**src/rtl/mmtd_pkg.sv**
```systemverilog
// Shared types, constants and character decode functions for the multi-mode
// text decoder. No dependencies; every other rtl file imports this package.
package mmtd_pkg;

   localparam int unsigned JOB_DEPTH_DEF = 4;
   localparam int unsigned HELD_W        = 18;
   localparam int unsigned MAX_BYTES     = 3;

   localparam logic [7:0] CHAR_PAD = 8'h3D;  // '='

   typedef enum logic [1:0] {
      MODE_HEX   = 2'd0,
      MODE_B64   = 2'd1,
      MODE_ROT13 = 2'd2,
      MODE_RSVD  = 2'd3
   } mode_type;

   typedef struct packed {
      logic [7:0] in_char;
      logic       last_char;
   } req_type;

   typedef struct packed {
      logic [7:0] data_byte;
      logic       has_data;
      logic       last_in_run;
      logic       end_of_string;
      logic       bad_input;
   } rsp_type;

   // One decoded character's worth of results, handed from front to back.
   typedef struct packed {
      logic [MAX_BYTES-1:0][7:0] data;
      logic [1:0]                num_res;   // 1..3 results
      logic                      has_data;
      logic                      end_str;
      logic                      bad;
   } job_type;

   // {valid, nibble}
   function automatic logic [4:0] hex_digit(input logic [7:0] c);
      logic [4:0] res;
      res = 5'd0;
      if (c >= 8'h30 && c <= 8'h39) begin
         res = {1'b1, c[3:0]};
      end else if ((c >= 8'h61 && c <= 8'h66) || (c >= 8'h41 && c <= 8'h46)) begin
         res = {1'b1, c[3:0] + 4'd9};
      end
      return res;
   endfunction

   // {valid, 6-bit symbol value}
   function automatic logic [6:0] b64_symbol(input logic [7:0] c);
      logic [7:0] tmp;
      logic [6:0] res;
      tmp = 8'd0;
      res = 7'd0;
      if (c >= 8'h41 && c <= 8'h5A) begin
         tmp = c - 8'd65;
         res = {1'b1, tmp[5:0]};
      end else if (c >= 8'h61 && c <= 8'h7A) begin
         tmp = c - 8'd71;
         res = {1'b1, tmp[5:0]};
      end else if (c >= 8'h30 && c <= 8'h39) begin
         tmp = c + 8'd4;
         res = {1'b1, tmp[5:0]};
      end else if (c == 8'h2B) begin
         res = {1'b1, 6'd62};
      end else if (c == 8'h2F) begin
         res = {1'b1, 6'd63};
      end
      return res;
   endfunction

   function automatic logic [7:0] rot13(input logic [7:0] c);
      logic [7:0] res;
      res = c;
      if ((c >= 8'h61 && c <= 8'h6D) || (c >= 8'h41 && c <= 8'h4D)) begin
         res = c + 8'd13;
      end else if ((c >= 8'h6E && c <= 8'h7A) || (c >= 8'h4E && c <= 8'h5A)) begin
         res = c - 8'd13;
      end
      return res;
   endfunction

endpackage

```
**src/rtl/multi_mode_text_decoder.sv**
```systemverilog
// Multi-mode text decoder (hex pairs, base64, rot13) with queue-style ports.
// The input side takes one character per cycle whenever req_full is low; the
// decode and group update for a character complete in the cycle it is
// accepted, and its results (none, one, or up to three bytes for a full
// base64 group) go into a JOB_DEPTH-entry job queue. The result side drains
// that queue at one result per cycle while rsp_pop is high; a job shows only
// once it is registered in the queue. Sustained input rate is one character
// per cycle for all modes while the consumer keeps up. In any mode a slow
// consumer fills the JOB_DEPTH jobs and raises req_full. A full queue refuses
// a character even in the cycle that pops the last result of a job.
// Depends on mmtd_pkg, mmtd_front, mmtd_job_fifo and mmtd_back.
module multi_mode_text_decoder #(
   parameter int unsigned JOB_DEPTH = mmtd_pkg::JOB_DEPTH_DEF
) (
   input  logic              clock,
   input  logic              reset,
   input  logic              req_push,
   output logic              req_full,
   input  mmtd_pkg::req_type req_word,
   output logic              rsp_empty,
   input  logic              rsp_pop,
   output mmtd_pkg::rsp_type rsp_word,
   input  logic              csr_valid,
   output logic              csr_ready,
   input  logic [1:0]        csr_wdata
);
   import mmtd_pkg::*;

   logic    job_push, job_full, job_pop, job_empty;
   job_type job_wdata, job_rdata;

   mmtd_front u_front (
      .clock     (clock),
      .reset     (reset),
      .req_push  (req_push),
      .req_full  (req_full),
      .req_word  (req_word),
      .csr_valid (csr_valid),
      .csr_ready (csr_ready),
      .csr_wdata (csr_wdata),
      .job_push  (job_push),
      .job_word  (job_wdata),
      .job_full  (job_full)
   );

   mmtd_job_fifo #(
      .DEPTH (JOB_DEPTH)
   ) u_fifo (
      .clock     (clock),
      .reset     (reset),
      .job_push  (job_push),
      .job_wdata (job_wdata),
      .job_full  (job_full),
      .job_pop   (job_pop),
      .job_rdata (job_rdata),
      .job_empty (job_empty)
   );

   mmtd_back u_back (
      .clock     (clock),
      .reset     (reset),
      .job_empty (job_empty),
      .job_rdata (job_rdata),
      .job_pop   (job_pop),
      .rsp_empty (rsp_empty),
      .rsp_pop   (rsp_pop),
      .rsp_word  (rsp_word)
   );

endmodule

```
**src/rtl/mmtd_front.sv**
```systemverilog
// Front end: mode register, per-character decode and group state.
// Builds one job per character that yields results or ends a string. Depends on mmtd_pkg.
module mmtd_front (
   input  logic              clock,
   input  logic              reset,
   input  logic              req_push,
   output logic              req_full,
   input  mmtd_pkg::req_type req_word,
   input  logic              csr_valid,
   output logic              csr_ready,
   input  logic [1:0]        csr_wdata,
   output logic              job_push,
   output mmtd_pkg::job_type job_word,
   input  logic              job_full
);
   import mmtd_pkg::*;

   mode_type            mode_ff;
   logic [1:0]          gp_ff, gp_in, gp_step;
   logic [HELD_W-1:0]   held_ff, held_in, held_step;
   logic                err_ff, err_in, err_step;
   logic                pad3_ff, pad3_in, pad3_step;

   logic                accept;
   logic [4:0]          hex_res;
   logic [6:0]          b64_res;
   logic [5:0]          b64_val;
   logic [23:0]         b64_word;
   logic                is_pad;
   logic [MAX_BYTES-1:0][7:0] out_data;
   logic [1:0]          n_res;
   logic                bad_final;

   assign csr_ready = 1'b1;
   assign req_full  = job_full;
   assign accept    = req_push && !job_full;

   always_comb begin
      hex_res   = hex_digit(req_word.in_char);
      b64_res   = b64_symbol(req_word.in_char);
      is_pad    = (req_word.in_char == CHAR_PAD);
      b64_val   = is_pad ? 6'd0 : b64_res[5:0];
      b64_word  = {held_ff, b64_val};
      gp_step   = gp_ff;
      held_step = held_ff;
      err_step  = err_ff;
      pad3_step = pad3_ff;
      out_data  = '0;
      n_res     = 2'd0;
      unique case (mode_ff)
         MODE_HEX: begin
            if (!hex_res[4]) err_step = 1'b1;
            if (gp_ff == 2'd0) begin
               held_step = {{(HELD_W-4){1'b0}}, hex_res[3:0]};
               gp_step   = 2'd1;
            end else begin
               // any nonzero position counts as the low digit
               out_data[0] = {held_ff[3:0], hex_res[3:0]};
               n_res       = 2'd1;
               held_step   = '0;
               gp_step     = 2'd0;
            end
         end
         MODE_B64: begin
            if ((!is_pad && !b64_res[6]) || (is_pad && gp_ff < 2'd2)) err_step = 1'b1;
            if (gp_ff != 2'd3) begin
               if (gp_ff == 2'd2) pad3_step = is_pad;
               held_step = {held_ff[HELD_W-7:0], b64_val};
               gp_step   = gp_ff + 2'd1;
            end else begin
               out_data[0] = b64_word[23:16];
               if (pad3_ff) begin
                  if (!is_pad) err_step = 1'b1;
                  n_res = 2'd1;
               end else begin
                  out_data[1] = b64_word[15:8];
                  if (is_pad) begin
                     n_res = 2'd2;
                  end else begin
                     out_data[2] = b64_word[7:0];
                     n_res       = 2'd3;
                  end
               end
               held_step = '0;
               gp_step   = 2'd0;
               pad3_step = 1'b0;
            end
         end
         MODE_ROT13: begin
            out_data[0] = rot13(req_word.in_char);
            n_res       = 2'd1;
         end
         MODE_RSVD: begin
            err_step = 1'b1;
         end
         default: begin
            err_step = 1'b1;
         end
      endcase
      // a partial group at end of string is dropped and flagged
      bad_final = err_step ||
                  ((mode_ff == MODE_HEX || mode_ff == MODE_B64) && gp_step != 2'd0);
   end

   always_comb begin
      gp_in   = gp_ff;
      held_in = held_ff;
      err_in  = err_ff;
      pad3_in = pad3_ff;
      if (accept) begin
         if (req_word.last_char) begin
            gp_in   = 2'd0;
            held_in = '0;
            err_in  = 1'b0;
            pad3_in = 1'b0;
         end else begin
            gp_in   = gp_step;
            held_in = held_step;
            err_in  = err_step;
            pad3_in = pad3_step;
         end
      end
   end

   always_comb begin
      job_push          = accept && (n_res != 2'd0 || req_word.last_char);
      job_word.data     = out_data;
      job_word.num_res  = (n_res != 2'd0) ? n_res : 2'd1;
      job_word.has_data = (n_res != 2'd0);
      job_word.end_str  = req_word.last_char;
      job_word.bad      = req_word.last_char && bad_final;
   end

   always_ff @(posedge clock) begin
      if (reset) begin
         mode_ff <= MODE_HEX;
         gp_ff   <= 2'd0;
         held_ff <= '0;
         err_ff  <= 1'b0;
         pad3_ff <= 1'b0;
      end else begin
         if (csr_valid) mode_ff <= mode_type'(csr_wdata);
         gp_ff   <= gp_in;
         held_ff <= held_in;
         err_ff  <= err_in;
         pad3_ff <= pad3_in;
      end
   end

   a_last_clears_state: assert property (@(posedge clock) disable iff (reset)
      accept && req_word.last_char |=> gp_ff == 2'd0 && !err_ff && !pad3_ff)
      else $error("group state not cleared after end of string");

   a_last_makes_job: assert property (@(posedge clock) disable iff (reset)
      accept && req_word.last_char |-> job_push && job_word.end_str)
      else $error("end of string produced no job");

endmodule

```
**src/rtl/mmtd_job_fifo.sv**
```systemverilog
// Small job queue between front and back ends.
// Depends on mmtd_pkg for the job word type.
module mmtd_job_fifo #(
   parameter int unsigned DEPTH = mmtd_pkg::JOB_DEPTH_DEF
) (
   input  logic              clock,
   input  logic              reset,
   input  logic              job_push,
   input  mmtd_pkg::job_type job_wdata,
   output logic              job_full,
   input  logic              job_pop,
   output mmtd_pkg::job_type job_rdata,
   output logic              job_empty
);
   import mmtd_pkg::*;

   localparam int unsigned PTR_W = (DEPTH > 1) ? $clog2(DEPTH) : 1;
   localparam int unsigned CNT_W = $clog2(DEPTH + 1);

   job_type          entry_ff [DEPTH];
   logic [PTR_W-1:0] wr_ptr_ff, wr_ptr_in;
   logic [PTR_W-1:0] rd_ptr_ff, rd_ptr_in;
   logic [CNT_W-1:0] count_ff, count_in;
   logic             do_push, do_pop;

   assign job_full  = (count_ff == CNT_W'(DEPTH));
   assign job_empty = (count_ff == '0);
   assign do_push   = job_push && !job_full;
   assign do_pop    = job_pop && !job_empty;
   assign job_rdata = entry_ff[rd_ptr_ff];

   always_comb begin
      wr_ptr_in = wr_ptr_ff;
      rd_ptr_in = rd_ptr_ff;
      count_in  = count_ff;
      if (do_push) begin
         wr_ptr_in = (wr_ptr_ff == PTR_W'(DEPTH - 1)) ? '0 : wr_ptr_ff + 1'b1;
      end
      if (do_pop) begin
         rd_ptr_in = (rd_ptr_ff == PTR_W'(DEPTH - 1)) ? '0 : rd_ptr_ff + 1'b1;
      end
      if (do_push && !do_pop) begin
         count_in = count_ff + 1'b1;
      end else if (do_pop && !do_push) begin
         count_in = count_ff - 1'b1;
      end
   end

   always_ff @(posedge clock) begin
      if (reset) begin
         wr_ptr_ff <= '0;
         rd_ptr_ff <= '0;
         count_ff  <= '0;
      end else begin
         wr_ptr_ff <= wr_ptr_in;
         rd_ptr_ff <= rd_ptr_in;
         count_ff  <= count_in;
      end
   end

   always_ff @(posedge clock) begin
      if (do_push) entry_ff[wr_ptr_ff] <= job_wdata;
   end

   a_count_bound: assert property (@(posedge clock) disable iff (reset)
      count_ff <= CNT_W'(DEPTH))
      else $error("job queue count overflow");

   a_no_push_full: assert property (@(posedge clock) disable iff (reset)
      job_full |-> !job_push)
      else $error("job pushed into full queue");

endmodule

```
**src/rtl/mmtd_back.sv**
```systemverilog
// Back end: walks the head job one result per cycle onto the result port while rsp_pop is high.
// Depends on mmtd_pkg.
module mmtd_back (
   input  logic              clock,
   input  logic              reset,
   input  logic              job_empty,
   input  mmtd_pkg::job_type job_rdata,
   output logic              job_pop,
   output logic              rsp_empty,
   input  logic              rsp_pop,
   output mmtd_pkg::rsp_type rsp_word
);
   import mmtd_pkg::*;

   logic [1:0] idx_ff, idx_in;
   logic       head_last;
   logic       take;

   assign rsp_empty = job_empty;
   assign take      = rsp_pop && !job_empty;
   assign head_last = (idx_ff == job_rdata.num_res - 2'd1);
   assign job_pop   = take && head_last;

   always_comb begin
      unique case (idx_ff)
         2'd0:    rsp_word.data_byte = job_rdata.data[0];
         2'd1:    rsp_word.data_byte = job_rdata.data[1];
         2'd2:    rsp_word.data_byte = job_rdata.data[2];
         default: rsp_word.data_byte = 8'd0;
      endcase
      rsp_word.has_data      = job_rdata.has_data;
      rsp_word.last_in_run   = head_last;
      rsp_word.end_of_string = job_rdata.end_str && head_last;
      rsp_word.bad_input     = job_rdata.bad && head_last;
   end

   always_comb begin
      idx_in = idx_ff;
      if (take) idx_in = head_last ? 2'd0 : idx_ff + 2'd1;
   end

   always_ff @(posedge clock) begin
      if (reset) begin
         idx_ff <= 2'd0;
      end else begin
         idx_ff <= idx_in;
      end
   end

   a_idx_in_job: assert property (@(posedge clock) disable iff (reset)
      !job_empty |-> idx_ff < job_rdata.num_res)
      else $error("result index beyond job size");

   a_job_continues: assert property (@(posedge clock) disable iff (reset)
      take && !head_last |=> !rsp_empty && idx_ff != 2'd0)
      else $error("job dropped before its last result");

endmodule

```
**config.mk**
```make
export PLATFORM = sky130hd
export DESIGN_NAME = multi_mode_text_decoder
export DESIGN_NICKNAME = d
export VERILOG_FILES = /design/src/rtl/mmtd_pkg.sv /design/src/rtl/multi_mode_text_decoder.sv /design/src/rtl/mmtd_front.sv /design/src/rtl/mmtd_job_fifo.sv /design/src/rtl/mmtd_back.sv
export SDC_FILE = /design/constraint.sdc
export NUM_CORES = 1
export LEC_CHECK = 0
export BUFFER_PORTS_ARGS = -buffer_cell sky130_fd_sc_hd__buf_2
export CORE_AREA = 4 4 112 114
export CTS_CLUSTER_SIZE = 10
export DETAILED_ROUTE_END_ITERATION = 16
export DIE_AREA = 0 0 116 118
export PLACE_DENSITY = 0.89
export RECOVER_POWER = 50
export SKIP_LAST_GASP = 1
export SYNTH_ARGS = -nofsm -noshare
export SYNTH_HDL_FRONTEND = slang
export SYNTH_SLANG_ARGS = --single-unit
```
**constraint.sdc**
```tcl
create_clock -name clock -period 9.1 [get_ports clock]
set_clock_uncertainty 0.15 [all_clocks]
set_input_delay 1.82 -clock clock [delete_from_list [all_inputs] [get_ports clock]]
set_output_delay 1.82 -clock clock [all_outputs]
set_load 0.005 [all_outputs]
```
==> metrics.md <==
| Metric | Value |
|---|---|
| Status | complete, but fails checks |
| Failing checks | max-capacitance violations, max-slew violations |
| Synth async-reset ratio | 0 |
| Root buffer cell | clkbuf_16 |
| Drt wl/cell | 24.2 um |
| First-pass DRT Iterations | 6 |
| Setup TNS | 0 ps |
| GP Congestion | 0.941 |
| Die ar. | 13,700 um^2 |
| Largest net degree at the start of global routing | 31 |
| Total global-route track usage | 0.267 |
| Post-synth EDFFs | 116 |
| DR vias | 5,103 |
| Final Hold Vio Count | 0 |
| Syn. warnings | 0 |
| FF/Latch Area | 4180 um^2 |
| Die Y | 118 um |
| Register area share after synthesis | 0.568 |
| RSZ-0062 raised after global routing | false |
| Final WL | 17.7 mm |
| Synth-to-layout area growth | 10.4% |
| Hold_buf cts | 0 |
| Post-route ant nets | 0 |
| Vias in the first global route | 4,978 |
| Residual DRC | 0 |
| Post-Syn Area | 7370 um^2 |
| DP HPWL | 11.5 mm |
| Place WS | 4520 ps |
| WHS | 356 ps |
| Hold crit path type | register to register |
| Critical path arrival | 4690 ps |
| Worst Hold Depth | 2 |
| Worst-Margin Slew | 2240 ps |
| Via count normalized by instance count | 6.99 |
| Syn Area/Cell | 13.1 um^2 |
| Core area | 11,400 um^2 |
| Lkg Pwr | 2.80 nW |
| Fin. max-slew vios | 135 |
| CTS tree | yes |
| Final worst path period share | 0.732 |
| Clock Latency Late Sink | 420 ps |
| Peak supply drop | 0.205 mV |
| Fin util | 0.712 |
| Post-synthesis net count | 601 |
| CP startpoint kind | register |
| Antenna cell count | 0 |
| First-pass GRT wire length | 27.6 mm |
| PortBufs | 29 |
| NumNets Final | 613 |
| Initial antenna violation count | 0 |
| Setup slack after layout | 2440 ps |
| Pwr dens | 235 nW/um^2 |
| Clock Pin Slew Worst Setup and Hold Paths | 60 ps |
| Max Root-Sink Buffers | 2 |
| Crit-path max FO | 25 |
| Die extent in x | 116 um |
| R2R depth | 11 |
| Number of fill cells | 743 |
| Clock sink count | 151 |
| Pwr Total | 1.91 mW |
| Main combinational cell family by area after synthesis | compound AO/OA/AOI/OAI gates |
| Mapped Cells | 563 |
| Cell variety after synth | 73 |
| Area of the multi-input gates | 2910 um^2 |
| Worst slew margin | -0.493 |
| Max-cap violations | 5 |
| Max Freq | 150 MHz |
| Setup violators final | 0 |
| Setup crit end kind | output port |
| Share of cells above drive strength 1 | 0.158 |
| H-Tree Level Count | 4 |
| Setup Buffers After CTS | 0 |
| CTS Buf Count | 17 |
| Initial Util | 0.645 |
| Post_cts resized | 0 |
| IO Count | 31 |
| # rows | 39 |
| Simple-Gate Fraction of Synth Area | 0.108 |
| Mux contribution to synthesized area | 0.109 |
| CP Data Required Time | 7130 ps |
| Primary FF master, synth | edfxtp_1 |
| Post-synthesis adder-cell area fraction | 0.0384 |
| Post-Synth XOR/XNOR Area | 0.00934 |
| Grt ovf | 0 |
| Synthesized flop and latch total | 151 |
| Synth Area in Compound Gates | 0.132 |
| Final worst path period need | 6660 ps |
| WS Path Type | register to output port |
| Initial DRC count | 592 |
-- path summary, 6_finish.rpt --
path	from	end	slack, ps
worst min register to register	u_fifo.rd_ptr_ff[0]$_SDFFE_PP0P_	register	360
worst max-delay path	register	rsp_word[1]	2440
worst min-delay path	u_fifo.rd_ptr_ff[0]$_SDFFE_PP0P_	register	360
worst max register to register	register	u_fifo.count_ff[2]$_SDFFE_PP0P_	3760
-- critical path: stages (launching register included) --
cell and delay, ps:
dfxtp_1 510, clkbuf_1 1480, mux4_1 750, xnor2_1 340
mux2i_1 830, and2_1 240, buf_2 110
-- metrics by stage --
stage          instances  cell area (um^2)
3_3_place_gp         699              7550
4_1_cts              730              8170
6_report             730              8130
2_1_floorplan        563              7370
5_1_grt              730              8130
3_5_place_dp         699              7550
-- where the power goes --
| group | switching, mW | internal [mW] | leakage, nW |
|---|---|---|---|
| clock | 0.280 | 0.460 | 0.298 |
| sequential | 0.0280 | 0.788 | 1.33 |
| combinational | 0.196 | 0.156 | 1.16 |
| total | 0.504 | 1.40 | 2.80 |
-- cell type report --
cell class                 count  area share
clock inverter                14      0.0242
timing repair buffer          32      0.0194
tap                          143      0.0220
sequential                   151       0.515
multi-input combinational    353       0.358
inverter                      20     0.00923
clock buffer                  17      0.0523
-- cells in the final DEF, fill, tap and decap left out, types with 4 or more instances in the layout --
cell type and instances:
dfxtp_1 35, o2111ai_1 4, inv_1 19, and2_0 11, edfxtp_1 116, ha_1 21
buf_2 24, and3_1 5, a22oi_1 28, bufinv_16 4, a32oi_1 4, clkbuf_1 6
mux4_1 5, xnor2_1 4, mux2i_1 11, a22o_1 5, nand2_1 27, and2_1 9
nand3_1 10, nor2b_1 8, nand2b_1 5, o211ai_1 9, inv_6 4, o21a_1 4
nor3b_1 4, mux4_2 24, nor3_1 12, a21oi_1 30, nor2_1 36, o21ai_0 9
clkbuf_16 17
-- kinds of logic after synthesis --
kind of cell,count (synthesis)
AO/OA/AOI/OAI,134
adder cells (fa/ha/maj),22
AND/OR/NAND/NOR,148
flip-flops,151
buffers and inverters,59
multiplexers,41
other,1
XOR/XNOR,7
-- registers in the layout, summed over array words and instances (netlist names), named ones only --
register	count
u_fifo.entry_ff	116
u_fifo.wr_ptr_ff	2
u_front.gp_ff	2
u_front.err_ff	1
u_back.idx_ff	2
u_front.mode_ff	2
u_front.pad3_ff	1
u_front.held_ff	18
u_fifo.rd_ptr_ff	2
u_fifo.count_ff	3
-- layer usage --
metal	routed length (um)	vias up	global-route usage
met2	8790	315	0.430
li1	-	2211	-
met1	6820	2511	0.352
met4	671	0	0.109
met3	1400	66	0.0540
met5	0	-	0
-- synthesized netlist by cell type (3+ instances only) --
| cell | instances | area, um^2 |
|---|---|---|
| clkbuf_1 | 24 | 90.1 |
| o32a_1 | 3 | 30.0 |
| a22oi_1 | 28 | 210 |
| nand3_1 | 10 | 50.1 |
| nor2_1 | 36 | 135 |
| o211ai_1 | 9 | 67.6 |
| nor2b_1 | 8 | 50.1 |
| mux4_2 | 24 | 541 |
| nor3_1 | 12 | 60.1 |
| buf_1 | 3 | 11.3 |
| ha_1 | 21 | 263 |
| buf_2 | 9 | 45.0 |
| a32oi_1 | 4 | 35.0 |
| xnor2_1 | 3 | 26.3 |
| inv_1 | 19 | 71.3 |
| o21a_1 | 4 | 30.0 |
| edfxtp_1 | 116 | 3480 |
| or3_1 | 3 | 18.8 |
| dfxtp_1 | 35 | 701 |
| nand2_1 | 27 | 101 |
| a31o_2 | 3 | 26.3 |
| xor2_1 | 3 | 26.3 |
| a21oi_1 | 29 | 145 |
| o21ai_1 | 4 | 20.0 |
| and2_1 | 21 | 131 |
| nand2b_1 | 5 | 31.3 |
| a22o_1 | 5 | 43.8 |
| o2111ai_1 | 4 | 35.0 |
| mux4_1 | 5 | 131 |
| o21ai_0 | 8 | 40.0 |
| nor3b_1 | 4 | 30.0 |
| a211oi_1 | 3 | 22.5 |
| and3_1 | 5 | 31.3 |
| a221oi_1 | 3 | 26.3 |
| mux2i_1 | 10 | 100 |
No activity file was read; power rests on OpenSTA's default activity.
